==> config.mk <==
export PLATFORM = sky130hd
export DESIGN_NAME = crc_xor_packet_framer_unit
export DESIGN_NICKNAME = d
export VERILOG_FILES = /design/src/rtl/core/crcxf_pkg.sv /design/src/rtl/core/crcxf_front.sv /design/src/rtl/core/crcxf_queue.sv /design/src/rtl/core/crcxf_back.sv /design/src/rtl/core/crc_xor_packet_framer_unit.sv
export VERILOG_INCLUDE_DIRS = /design/src /design/src/rtl/core
export SDC_FILE = /design/constraint.sdc
export NUM_CORES = 1
export LEC_CHECK = 0
export ABC_AREA = 1
export BUFFER_PORTS_ARGS = -buffer_cell sky130_fd_sc_hd__buf_2
export CAP_MARGIN = 0
export CORE_AREA = 2 2 222 246
export CTS_BUF_LIST = sky130_fd_sc_hd__clkbuf_16
export DETAILED_ROUTE_END_ITERATION = 10
export DIE_AREA = 0 0 224 248
export GPL_ROUTABILITY_DRIVEN = 0
export PLACE_DENSITY = 0.6
export REMOVE_ABC_BUFFERS = 1
export SETUP_SLACK_MARGIN = 0.1
export SKIP_CTS_REPAIR_TIMING = 1
export SLEW_MARGIN = 5
export SYNTH_ARGS = -nofsm -noshare
export SYNTH_HDL_FRONTEND = slang
export SYNTH_SLANG_ARGS = --single-unit
==> constraint.sdc <==
create_clock -name clk -period 6.55 [get_ports clk]
set_input_delay 1.31 -clock clk [delete_from_list [all_inputs] [get_ports clk]]
set_output_delay 1.31 -clock clk [all_outputs]
set_load 0.005 [all_outputs]
==> src/rtl/core/crc_xor_packet_framer_unit_defines.svh <==
// ----------------------------------------------------------------------------
// crc_xor_packet_framer_unit_defines
// Assertion macros shared by the packet framer RTL.
// ----------------------------------------------------------------------------
`ifndef CRC_XOR_PACKET_FRAMER_UNIT_DEFINES_SVH
`define CRC_XOR_PACKET_FRAMER_UNIT_DEFINES_SVH

// same-cycle implication, checked out of reset
`define CRCXF_ASSERT_IMPLIES(name, ante, cons) \
    name: assert property (@(posedge clk) disable iff (!rst_n) (ante) |-> (cons)) \
        else $error("framer check failed");

// next-cycle implication, checked out of reset
`define CRCXF_ASSERT_NEXT(name, ante, cons) \
    name: assert property (@(posedge clk) disable iff (!rst_n) (ante) |=> (cons)) \
        else $error("framer check failed");

// delayed implication, checked out of reset
`define CRCXF_ASSERT_LATER(name, ante, cons) \
    name: assert property (@(posedge clk) disable iff (!rst_n) (ante) |-> ##2 (cons)) \
        else $error("framer check failed");

`endif

==> src/rtl/core/crcxf_pkg.sv <==
// ----------------------------------------------------------------------------
// crcxf_pkg
// Types, constants and helper functions of the CRC / XOR packet framer.
// ----------------------------------------------------------------------------
package crcxf_pkg;

    // default depth of the front-to-back command queue
    localparam int CRCXF_QUEUE_DEPTH = 4;

    // crc-32, reflected form
    localparam logic [31:0] CRC_INIT = 32'hFFFF_FFFF;
    localparam logic [31:0] CRC_POLY = 32'hEDB8_8320;

    // scrambler position counters
    localparam logic [4:0] PHASE_MOD = 5'd24;
    localparam logic [7:0] RAMP_STEP = 8'd31;

    // configuration register indexes
    localparam int          CFG_INDEX_W    = 2;
    localparam logic [1:0]  REG_CRC_ENABLE = 2'd0;
    localparam logic [1:0]  REG_XOR_ENABLE = 2'd1;
    localparam logic [1:0]  REG_XOR_KEY    = 2'd2;

    // output steps of one command: header, body byte, suffix
    localparam int          STEP_W         = 5;
    localparam logic [4:0]  STEP_HDR_FIRST = 5'd0;
    localparam logic [4:0]  STEP_HDR_HEX   = 5'd6;
    localparam logic [4:0]  STEP_HDR_SEMI  = 5'd14;
    localparam logic [4:0]  STEP_BODY      = 5'd15;
    localparam logic [4:0]  STEP_TAIL_TEXT = 5'd16;
    localparam logic [4:0]  STEP_TAIL_HEX  = 5'd21;
    localparam logic [4:0]  STEP_LAST      = 5'd28;

    // "NONCE=" and "|CRC=" text
    localparam logic [7:0] NONCE_TEXT [6] = '{8'h4E, 8'h4F, 8'h4E, 8'h43, 8'h45, 8'h3D};
    localparam logic [7:0] TAIL_TEXT  [5] = '{8'h7C, 8'h43, 8'h52, 8'h43, 8'h3D};
    localparam logic [7:0] CHAR_SEMI      = 8'h3B;

    // configuration seen by the front end
    typedef struct packed {
        logic       crc_enable;
        logic       xor_enable;
        logic [7:0] xor_key;
    } cfg_t;

    // one command from front to back
    typedef struct packed {
        logic        hdr;      // first byte of a packet: send header first
        logic [31:0] nonce;
        logic [7:0]  body;     // already scrambled body byte
        logic        last;
        logic        tail;     // append crc suffix
        logic [31:0] crc;      // final (inverted) crc of the packet
        logic [4:0]  phase;    // scramble position of the body byte
        logic [7:0]  ramp;
        logic        scr_en;
        logic [7:0]  key;
    } entry_t;

    // one byte through the reflected crc-32
    function automatic logic [31:0] crc_update(input logic [31:0] crc, input logic [7:0] b);
        logic [31:0] c;
        c = crc ^ {24'd0, b};
        for (int k = 0; k < 8; k++) begin
            c = c[0] ? ((c >> 1) ^ CRC_POLY) : (c >> 1);
        end
        return c;
    endfunction

    // ascii hex digit, lower or upper case
    function automatic logic [7:0] hex_char(input logic [3:0] nib, input logic upper);
        logic [7:0] base;
        if (nib < 4'd10) begin
            base = 8'h30;
        end
        else begin
            base = upper ? 8'h37 : 8'h57;
        end
        return base + {4'd0, nib};
    endfunction

    // rolling key byte at one position
    function automatic logic [7:0] scramble_key(input logic [7:0] key, input logic [31:0] nonce,
                                                input logic [4:0] phase, input logic [7:0] ramp);
        logic [31:0] sh;
        sh = nonce >> phase;
        return key ^ sh[7:0] ^ ramp;
    endfunction

    // header character at a header step
    function automatic logic [7:0] header_char(input logic [4:0] step, input logic [31:0] nonce);
        logic [2:0] nib_sel;
        logic [7:0] ch;
        nib_sel = 3'(STEP_HDR_SEMI - 5'd1 - step);
        if (step < STEP_HDR_HEX) begin
            ch = NONCE_TEXT[step[2:0]];
        end
        else if (step < STEP_HDR_SEMI) begin
            ch = hex_char(nonce[{nib_sel, 2'b00} +: 4], 1'b0);
        end
        else begin
            ch = CHAR_SEMI;
        end
        return ch;
    endfunction

    // plain suffix character at a suffix step
    function automatic logic [7:0] tail_char(input logic [4:0] step, input logic [31:0] crc);
        logic [2:0] nib_sel;
        logic [2:0] txt_sel;
        logic [7:0] ch;
        nib_sel = 3'(STEP_LAST - step);
        txt_sel = 3'(step - STEP_TAIL_TEXT);
        if (step < STEP_TAIL_HEX) begin
            ch = TAIL_TEXT[txt_sel];
        end
        else begin
            ch = hex_char(crc[{nib_sel, 2'b00} +: 4], 1'b1);
        end
        return ch;
    endfunction

endpackage

==> src/rtl/core/crcxf_front.sv <==
// ----------------------------------------------------------------------------
// crcxf_front
// Accepts body bytes, runs the crc and packet state, builds one command each.
// ----------------------------------------------------------------------------
module crcxf_front
    import crcxf_pkg::*;
(
    input  logic       clk,
    input  logic       rst_n,
    input  logic       accept,
    input  logic [7:0] data_byte,
    input  logic       last_byte,
    input  cfg_t       cfg,
    output logic       q_push,
    output entry_t     q_entry
);

    logic [31:0] crc_reg,    crc_next;
    logic [31:0] nonce_reg,  nonce_next;
    logic [4:0]  phase_reg,  phase_next;
    logic [7:0]  ramp_reg,   ramp_next;
    logic        inpkt_reg,  inpkt_next;

    logic [31:0] crc_upd;
    logic        scr_en;
    logic [7:0]  body_key;

    // crc and body scrambling for the beat on the input
    always_comb
    begin
        crc_upd  = crc_update(crc_reg, data_byte);
        scr_en   = cfg.xor_enable && (cfg.xor_key != 8'd0);
        body_key = scramble_key(cfg.xor_key, nonce_reg, phase_reg, ramp_reg);
    end

    // command for the back end
    always_comb
    begin
        q_push         = accept;
        q_entry.hdr    = !inpkt_reg;
        q_entry.nonce  = nonce_reg;
        q_entry.body   = scr_en ? (data_byte ^ body_key) : data_byte;
        q_entry.last   = last_byte;
        q_entry.tail   = last_byte && cfg.crc_enable;
        q_entry.crc    = ~crc_upd;
        q_entry.phase  = phase_reg;
        q_entry.ramp   = ramp_reg;
        q_entry.scr_en = scr_en;
        q_entry.key    = cfg.xor_key;
    end

    // packet state: close on last byte, else advance position
    always_comb
    begin
        crc_next   = crc_reg;
        nonce_next = nonce_reg;
        phase_next = phase_reg;
        ramp_next  = ramp_reg;
        inpkt_next = inpkt_reg;
        if (accept) begin
            if (last_byte) begin
                crc_next   = CRC_INIT;
                nonce_next = nonce_reg + 32'd1;
                phase_next = '0;
                ramp_next  = '0;
                inpkt_next = 1'b0;
            end
            else begin
                crc_next   = crc_upd;
                phase_next = (phase_reg == PHASE_MOD - 5'd1) ? 5'd0 : phase_reg + 5'd1;
                ramp_next  = ramp_reg + RAMP_STEP;
                inpkt_next = 1'b1;
            end
        end
    end

    always_ff @(posedge clk or negedge rst_n)
    begin
        if (!rst_n) begin
            crc_reg   <= CRC_INIT;
            nonce_reg <= '0;
            phase_reg <= '0;
            ramp_reg  <= '0;
            inpkt_reg <= 1'b0;
        end
        else begin
            crc_reg   <= crc_next;
            nonce_reg <= nonce_next;
            phase_reg <= phase_next;
            ramp_reg  <= ramp_next;
            inpkt_reg <= inpkt_next;
        end
    end

endmodule

==> src/rtl/core/crcxf_queue.sv <==
// ----------------------------------------------------------------------------
// crcxf_queue
// Short command queue between the front and back ends.
// ----------------------------------------------------------------------------
module crcxf_queue
    import crcxf_pkg::*;
#(
    parameter int DEPTH = CRCXF_QUEUE_DEPTH
)
(
    input  logic   clk,
    input  logic   rst_n,
    input  logic   push,
    input  entry_t push_entry,
    output logic   full,
    input  logic   pop,
    output logic   head_valid,
    output entry_t head_entry
);

    localparam int AW = (DEPTH > 1) ? $clog2(DEPTH) : 1;
    localparam int CW = $clog2(DEPTH + 1);

    entry_t          slots [DEPTH];
    logic [AW-1:0]   wr_ptr_reg, wr_ptr_next;
    logic [AW-1:0]   rd_ptr_reg, rd_ptr_next;
    logic [CW-1:0]   cnt_reg,    cnt_next;

    // status and head
    assign full       = (cnt_reg == CW'(DEPTH));
    assign head_valid = (cnt_reg != '0);
    assign head_entry = slots[rd_ptr_reg];

    // pointer and count update
    always_comb
    begin
        wr_ptr_next = wr_ptr_reg;
        rd_ptr_next = rd_ptr_reg;
        cnt_next    = cnt_reg;
        if (push) begin
            wr_ptr_next = (wr_ptr_reg == AW'(DEPTH - 1)) ? '0 : wr_ptr_reg + AW'(1);
        end
        if (pop) begin
            rd_ptr_next = (rd_ptr_reg == AW'(DEPTH - 1)) ? '0 : rd_ptr_reg + AW'(1);
        end
        if (push && !pop) begin
            cnt_next = cnt_reg + CW'(1);
        end
        else if (pop && !push) begin
            cnt_next = cnt_reg - CW'(1);
        end
    end

    always_ff @(posedge clk or negedge rst_n)
    begin
        if (!rst_n) begin
            wr_ptr_reg <= '0;
            rd_ptr_reg <= '0;
            cnt_reg    <= '0;
        end
        else begin
            wr_ptr_reg <= wr_ptr_next;
            rd_ptr_reg <= rd_ptr_next;
            cnt_reg    <= cnt_next;
        end
    end

    // slot storage
    always_ff @(posedge clk)
    begin
        if (push) begin
            slots[wr_ptr_reg] <= push_entry;
        end
    end

endmodule

==> src/rtl/core/crcxf_back.sv <==
// ----------------------------------------------------------------------------
// crcxf_back
// Expands each command into header, body and suffix beats on the output.
// ----------------------------------------------------------------------------
module crcxf_back
    import crcxf_pkg::*;
(
    input  logic       clk,
    input  logic       rst_n,
    input  logic       head_valid,
    input  entry_t     head_entry,
    output logic       q_pop,
    output logic       empty,
    input  logic       pop,
    output logic [7:0] out_byte,
    output logic       out_last
);

    logic              started_reg, started_next;
    logic [STEP_W-1:0] step_reg,    step_next;
    logic              out_valid_reg, out_valid_next;
    logic [7:0]        out_byte_reg;
    logic              out_last_reg;

    logic [STEP_W-1:0] cur_step;
    logic [3:0]        tail_off;
    logic [5:0]        phase_sum;
    logic [4:0]        tail_phase;
    logic [7:0]        tail_ramp;
    logic [7:0]        tail_plain;
    logic [7:0]        tail_key;
    logic [7:0]        beat_byte;
    logic              beat_last;
    logic              done;
    logic              advance;

    // step of the head command
    always_comb
    begin
        if (started_reg) begin
            cur_step = step_reg;
        end
        else begin
            cur_step = head_entry.hdr ? STEP_HDR_FIRST : STEP_BODY;
        end
    end

    // suffix position: body position plus offset, wrapped
    always_comb
    begin
        tail_off   = 4'(cur_step - STEP_BODY);
        phase_sum  = {1'b0, head_entry.phase} + {2'b00, tail_off};
        tail_phase = (phase_sum >= {1'b0, PHASE_MOD}) ? 5'(phase_sum - {1'b0, PHASE_MOD})
                                                      : phase_sum[4:0];
        tail_ramp  = head_entry.ramp + 8'({4'd0, tail_off} * RAMP_STEP);
        tail_plain = tail_char(cur_step, head_entry.crc);
        tail_key   = scramble_key(head_entry.key, head_entry.nonce, tail_phase, tail_ramp);
    end

    // beat selection
    always_comb
    begin
        if (cur_step < STEP_BODY) begin
            beat_byte = header_char(cur_step, head_entry.nonce);
            beat_last = 1'b0;
        end
        else if (cur_step == STEP_BODY) begin
            beat_byte = head_entry.body;
            beat_last = head_entry.last && !head_entry.tail;
        end
        else begin
            beat_byte = head_entry.scr_en ? (tail_plain ^ tail_key) : tail_plain;
            beat_last = (cur_step == STEP_LAST);
        end
        done = ((cur_step == STEP_BODY) && !head_entry.tail) || (cur_step == STEP_LAST);
    end

    // sequencing
    always_comb
    begin
        advance        = head_valid && (!out_valid_reg || pop);
        q_pop          = advance && done;
        started_next   = started_reg;
        step_next      = step_reg;
        out_valid_next = out_valid_reg && !pop;
        if (advance) begin
            out_valid_next = 1'b1;
            started_next   = !done;
            step_next      = cur_step + STEP_W'(1);
        end
    end

    always_ff @(posedge clk or negedge rst_n)
    begin
        if (!rst_n) begin
            started_reg   <= 1'b0;
            step_reg      <= '0;
            out_valid_reg <= 1'b0;
        end
        else begin
            started_reg   <= started_next;
            step_reg      <= step_next;
            out_valid_reg <= out_valid_next;
        end
    end

    // output beat register
    always_ff @(posedge clk)
    begin
        if (advance) begin
            out_byte_reg <= beat_byte;
            out_last_reg <= beat_last;
        end
    end

    assign empty    = !out_valid_reg;
    assign out_byte = out_byte_reg;
    assign out_last = out_last_reg;

endmodule

==> src/rtl/core/crc_xor_packet_framer_unit.sv <==
// ----------------------------------------------------------------------------
// crc_xor_packet_framer_unit
// Frames body bytes into text packets with nonce header and crc-32 suffix.
// ----------------------------------------------------------------------------
// Each packet opens with the unscrambled header "NONCE=<8 lowercase hex>;",
// then its body bytes, then on the last byte (when crc_enable is set) the
// suffix "|CRC=<8 uppercase hex>". Body and suffix are XOR-scrambled when
// xor_enable is set and xor_key is nonzero. The back end emits one output
// beat per cycle unless pop stalls it: a body byte, with the header before
// the first byte of a packet and the suffix after a last byte with suffix.
// The front end takes one byte per cycle while the command queue has room,
// so input runs ahead of a header or suffix by up to the queue depth. Input
// beats are registered in the queue, then the output register. The user
// must write configuration only while idle; the block does not enforce it.
`include "crc_xor_packet_framer_unit_defines.svh"

module crc_xor_packet_framer_unit
    import crcxf_pkg::*;
#(
    parameter int QUEUE_DEPTH = CRCXF_QUEUE_DEPTH
)
(
    input  logic                   clk,
    input  logic                   rst_n,
    // input queue side
    input  logic                   push,
    output logic                   full,
    input  logic [7:0]             data_byte,
    input  logic                   last_byte,
    // result queue side
    output logic                   empty,
    input  logic                   pop,
    output logic [7:0]             out_byte,
    output logic                   out_last,
    // configuration writes
    input  logic                   cfg_write,
    input  logic [CFG_INDEX_W-1:0] cfg_index,
    input  logic [7:0]             cfg_data
);

    cfg_t   cfg_reg, cfg_next;
    logic   accept;
    logic   q_push;
    entry_t q_entry;
    logic   q_full;
    logic   q_pop;
    logic   q_head_valid;
    entry_t q_head;

    // configuration registers
    always_comb
    begin
        cfg_next = cfg_reg;
        if (cfg_write) begin
            case (cfg_index)
                REG_CRC_ENABLE: cfg_next.crc_enable = cfg_data[0];
                REG_XOR_ENABLE: cfg_next.xor_enable = cfg_data[0];
                REG_XOR_KEY:    cfg_next.xor_key    = cfg_data;
                default:        cfg_next            = cfg_reg;
            endcase
        end
    end

    always_ff @(posedge clk or negedge rst_n)
    begin
        if (!rst_n) begin
            cfg_reg.crc_enable <= 1'b1;
            cfg_reg.xor_enable <= 1'b0;
            cfg_reg.xor_key    <= '0;
        end
        else begin
            cfg_reg <= cfg_next;
        end
    end

    // input beat accept
    assign full   = q_full;
    assign accept = push && !q_full;

    crcxf_front u_front
    (
        .clk       (clk),
        .rst_n     (rst_n),
        .accept    (accept),
        .data_byte (data_byte),
        .last_byte (last_byte),
        .cfg       (cfg_reg),
        .q_push    (q_push),
        .q_entry   (q_entry)
    );

    crcxf_queue #(
        .DEPTH (QUEUE_DEPTH)
    ) u_queue
    (
        .clk        (clk),
        .rst_n      (rst_n),
        .push       (q_push),
        .push_entry (q_entry),
        .full       (q_full),
        .pop        (q_pop),
        .head_valid (q_head_valid),
        .head_entry (q_head)
    );

    crcxf_back u_back
    (
        .clk        (clk),
        .rst_n      (rst_n),
        .head_valid (q_head_valid),
        .head_entry (q_head),
        .q_pop      (q_pop),
        .empty      (empty),
        .pop        (pop),
        .out_byte   (out_byte),
        .out_last   (out_last)
    );

    // a packet's final beat is always followed by the next packet's header
    `CRCXF_ASSERT_NEXT(a_hdr_after_last, pop && !empty && out_last, empty || (out_byte == NONCE_TEXT[0]))
    // a waiting command fills a free output register in the next cycle
    `CRCXF_ASSERT_NEXT(a_out_fill, q_head_valid && empty, !empty)
    // an input beat into an idle block shows up via queue and output register
    `CRCXF_ASSERT_LATER(a_idle_latency, push && !full && !q_head_valid && empty, !empty)

endmodule
==> results_dict.tcl <==
set metrics [dict create \
    outcome "finished, final reports clean" \
    setup_viol 0 \
    die_h_um 248 \
    worst_ep_arrival_time_ns 6.36 \
    crit_type "reg2reg" \
    dpl_cell_area_um2 26000 \
    hold_path.class "reg2reg" \
    ys.flop_type "edfxtp_1" \
    synth_cells 2552 \
    insertion_delay_ns 0.62 \
    cp_max_fo 24 \
    seq_area_frac_synth_pct 57.7 \
    fin_area_um2 27600 \
    grt_max_degree 98 \
    drc_errors 0 \
    via_per_inst 5.64 \
    grt_pass1_vias 17800 \
    fin_ws_ns 0.547 \
    cap_violations 0 \
    path_clk_slew_ns 0.06 \
    whs_ns 0.493 \
    top_layer "met4" \
    whs_path_depth 2 \
    drive_above_1_share_pct 9.10 \
    critPathSlowestCell "dfrtp_4" \
    antenna_found_initial 1 \
    wirelength_um 64800 \
    final_common_cell "nand2_1" \
    port_buffers 34 \
    synth_top_area_cell "edfxtp_1" \
    drt_pass1_iterations 7 \
    preCtsSetupSlack_ns 0.618 \
    avgRoutedWirePerCell_um 19.8 \
    rsz0062_at_grt "no" \
    areaGrowthSynthToFinish_pct 9.88 \
    fillerInstances 4702 \
    wl_met3_um 3410 \
    worstSetupEndpointType "flop" \
    antenna_cells 0 \
    initial_core_util_pct 47.3 \
    maxSlewHeadroom_pct 26.6 \
    yosys_warnings 0 \
    period_needed_ns 6.00 \
    cts_tree "built" \
    maxSlewViolCount 0 \
    root_buffer "clkbuf_16" \
    synthArstFlopShare_pct 20.4 \
    largest_reg_flops 388 \
    cts_buffers 51 \
    setup.worst_path.start_class "flop" \
    final_nets 2623 \
    clk_path_buf_depth 3 \
    fp.dieW_um 224 \
    synth_top_area_share_pct 47.4 \
    layout_common_cells "nand2_1, edfxtp_1, o21ai_0" \
    overflow 0 \
    critPathTopFamily "adder cells" \
    coreArea_um2 53100 \
    clock-sinks 499 \
    antenna_left 0 \
    dieArea_um2 55600 \
    worst_slew_pin_slew_ns 1.10 \
    wl_met2_um 31800 \
    cts.htree.levels 2 \
    fmaxAchievable_mhz 167 \
    multi_input_area_um2 9410 \
    place_hpwl_um 42700 \
    worstPathRequired_ns 6.90 \
    pin_count 35 \
    critPathMaxStageDelay_ns 0.61 \
    avgSynthCellArea_um2 9.85 \
    grt_pass1_wl_um 101000 \
    seqCellArea_um2 14500 \
    final_util_pct 52.0 \
    path_depth 30 \
    cpMostUsedCell "nand2_1" \
    critical_path_buf_inv_count 5 \
    timing.final.crit_share_pct 91.6 \
    netlist_area_um2 25100 \
    drt-met1-wl_um 27700 \
    synth.area.top_cells "edfxtp_1, nand2_1, dfrtp_1" \
    synth_edf_count 397 \
    drt_iter0_drc 1727 \
    ff2ff_path_depth 30 \
    ys_types 68 \
    fin_worst_skew_ns 0.0414 \
    grt_usage_pct 23.7 \
    vias 18500 \
    fp-row-count 89 \
    synth-seq-cells 499 \
    hold_violations 0 \
]
-- per-stage QoR --
stage,cells,TNS [ns]
2_1_floorplan,2431,-22.98
3_5_place_dp,3178,0
5_1_grt,3274,0
6_report,3274,0
4_1_cts,3274,0
3_3_place_gp,3178,0
-- path summary, 6_finish.rpt --
path | slack [ns] | start | end
min | 0.49 | cfg_reg[8] | cfg_reg[8]
max reg2reg | 0.55 | u_queue.rd_ptr_reg[0] | u_back.out_byte[7]
max in group asynchronous | 4.55 | rst_n | u_front.nonce_reg[25]
max | 0.55 | u_queue.rd_ptr_reg[0] | u_back.out_byte[7]
min reg2reg | 0.49 | cfg_reg[8] | cfg_reg[8]
min in group asynchronous | 0.76 | rst_n | u_front.ramp_reg[4]
-- per-layer routing --
metal	vias up	global-route usage (%)
met5	-	0
met4	0	7.63
met3	109	3.20
met2	534	41.0
met1	9042	30.9
li1	8791	-
-- cell type report --
| cell class | instances | area share [%] |
|---|---|---|
| inverters | 191 | 2.63 |
| multi-input cells | 1741 | 34.1 |
| repair buffers | 65 | 1.65 |
| well taps | 682 | 3.09 |
| clock inverters | 45 | 1.40 |
| clock buffers | 51 | 4.62 |
| flip-flops and latches | 499 | 52.6 |
-- synth_stat cells (all sizes together), types with 43 or more instances --
cell type  instances
o21ai            265
buf               64
edfxtp           397
a21oi             91
xnor2             43
nand3            201
dfrtp             69
nand2            609
inv              188
nor2             173
xor2             101
clkbuf            57
o22ai             58
-- kinds of logic after synthesis --
logic type	share of synthesized area, %
AND/OR/NAND/NOR	17.6
flip-flops	57.7
AO/OA/AOI/OAI	11.0
buffers and inverters	5.04
XOR/XNOR	5.05
adder cells (fa/ha/maj)	2.73
multiplexers	0.881
-- tightest hold or removal path, stage by stage, from the launching register on --
cell and delay (ns):
dfrtp_1 0.34, nand2_1 0.05, o21ai_0 0.07
Power is not shown: default switching activity piles up to over one toggle a cycle in this logic, so the estimate is an artifact.
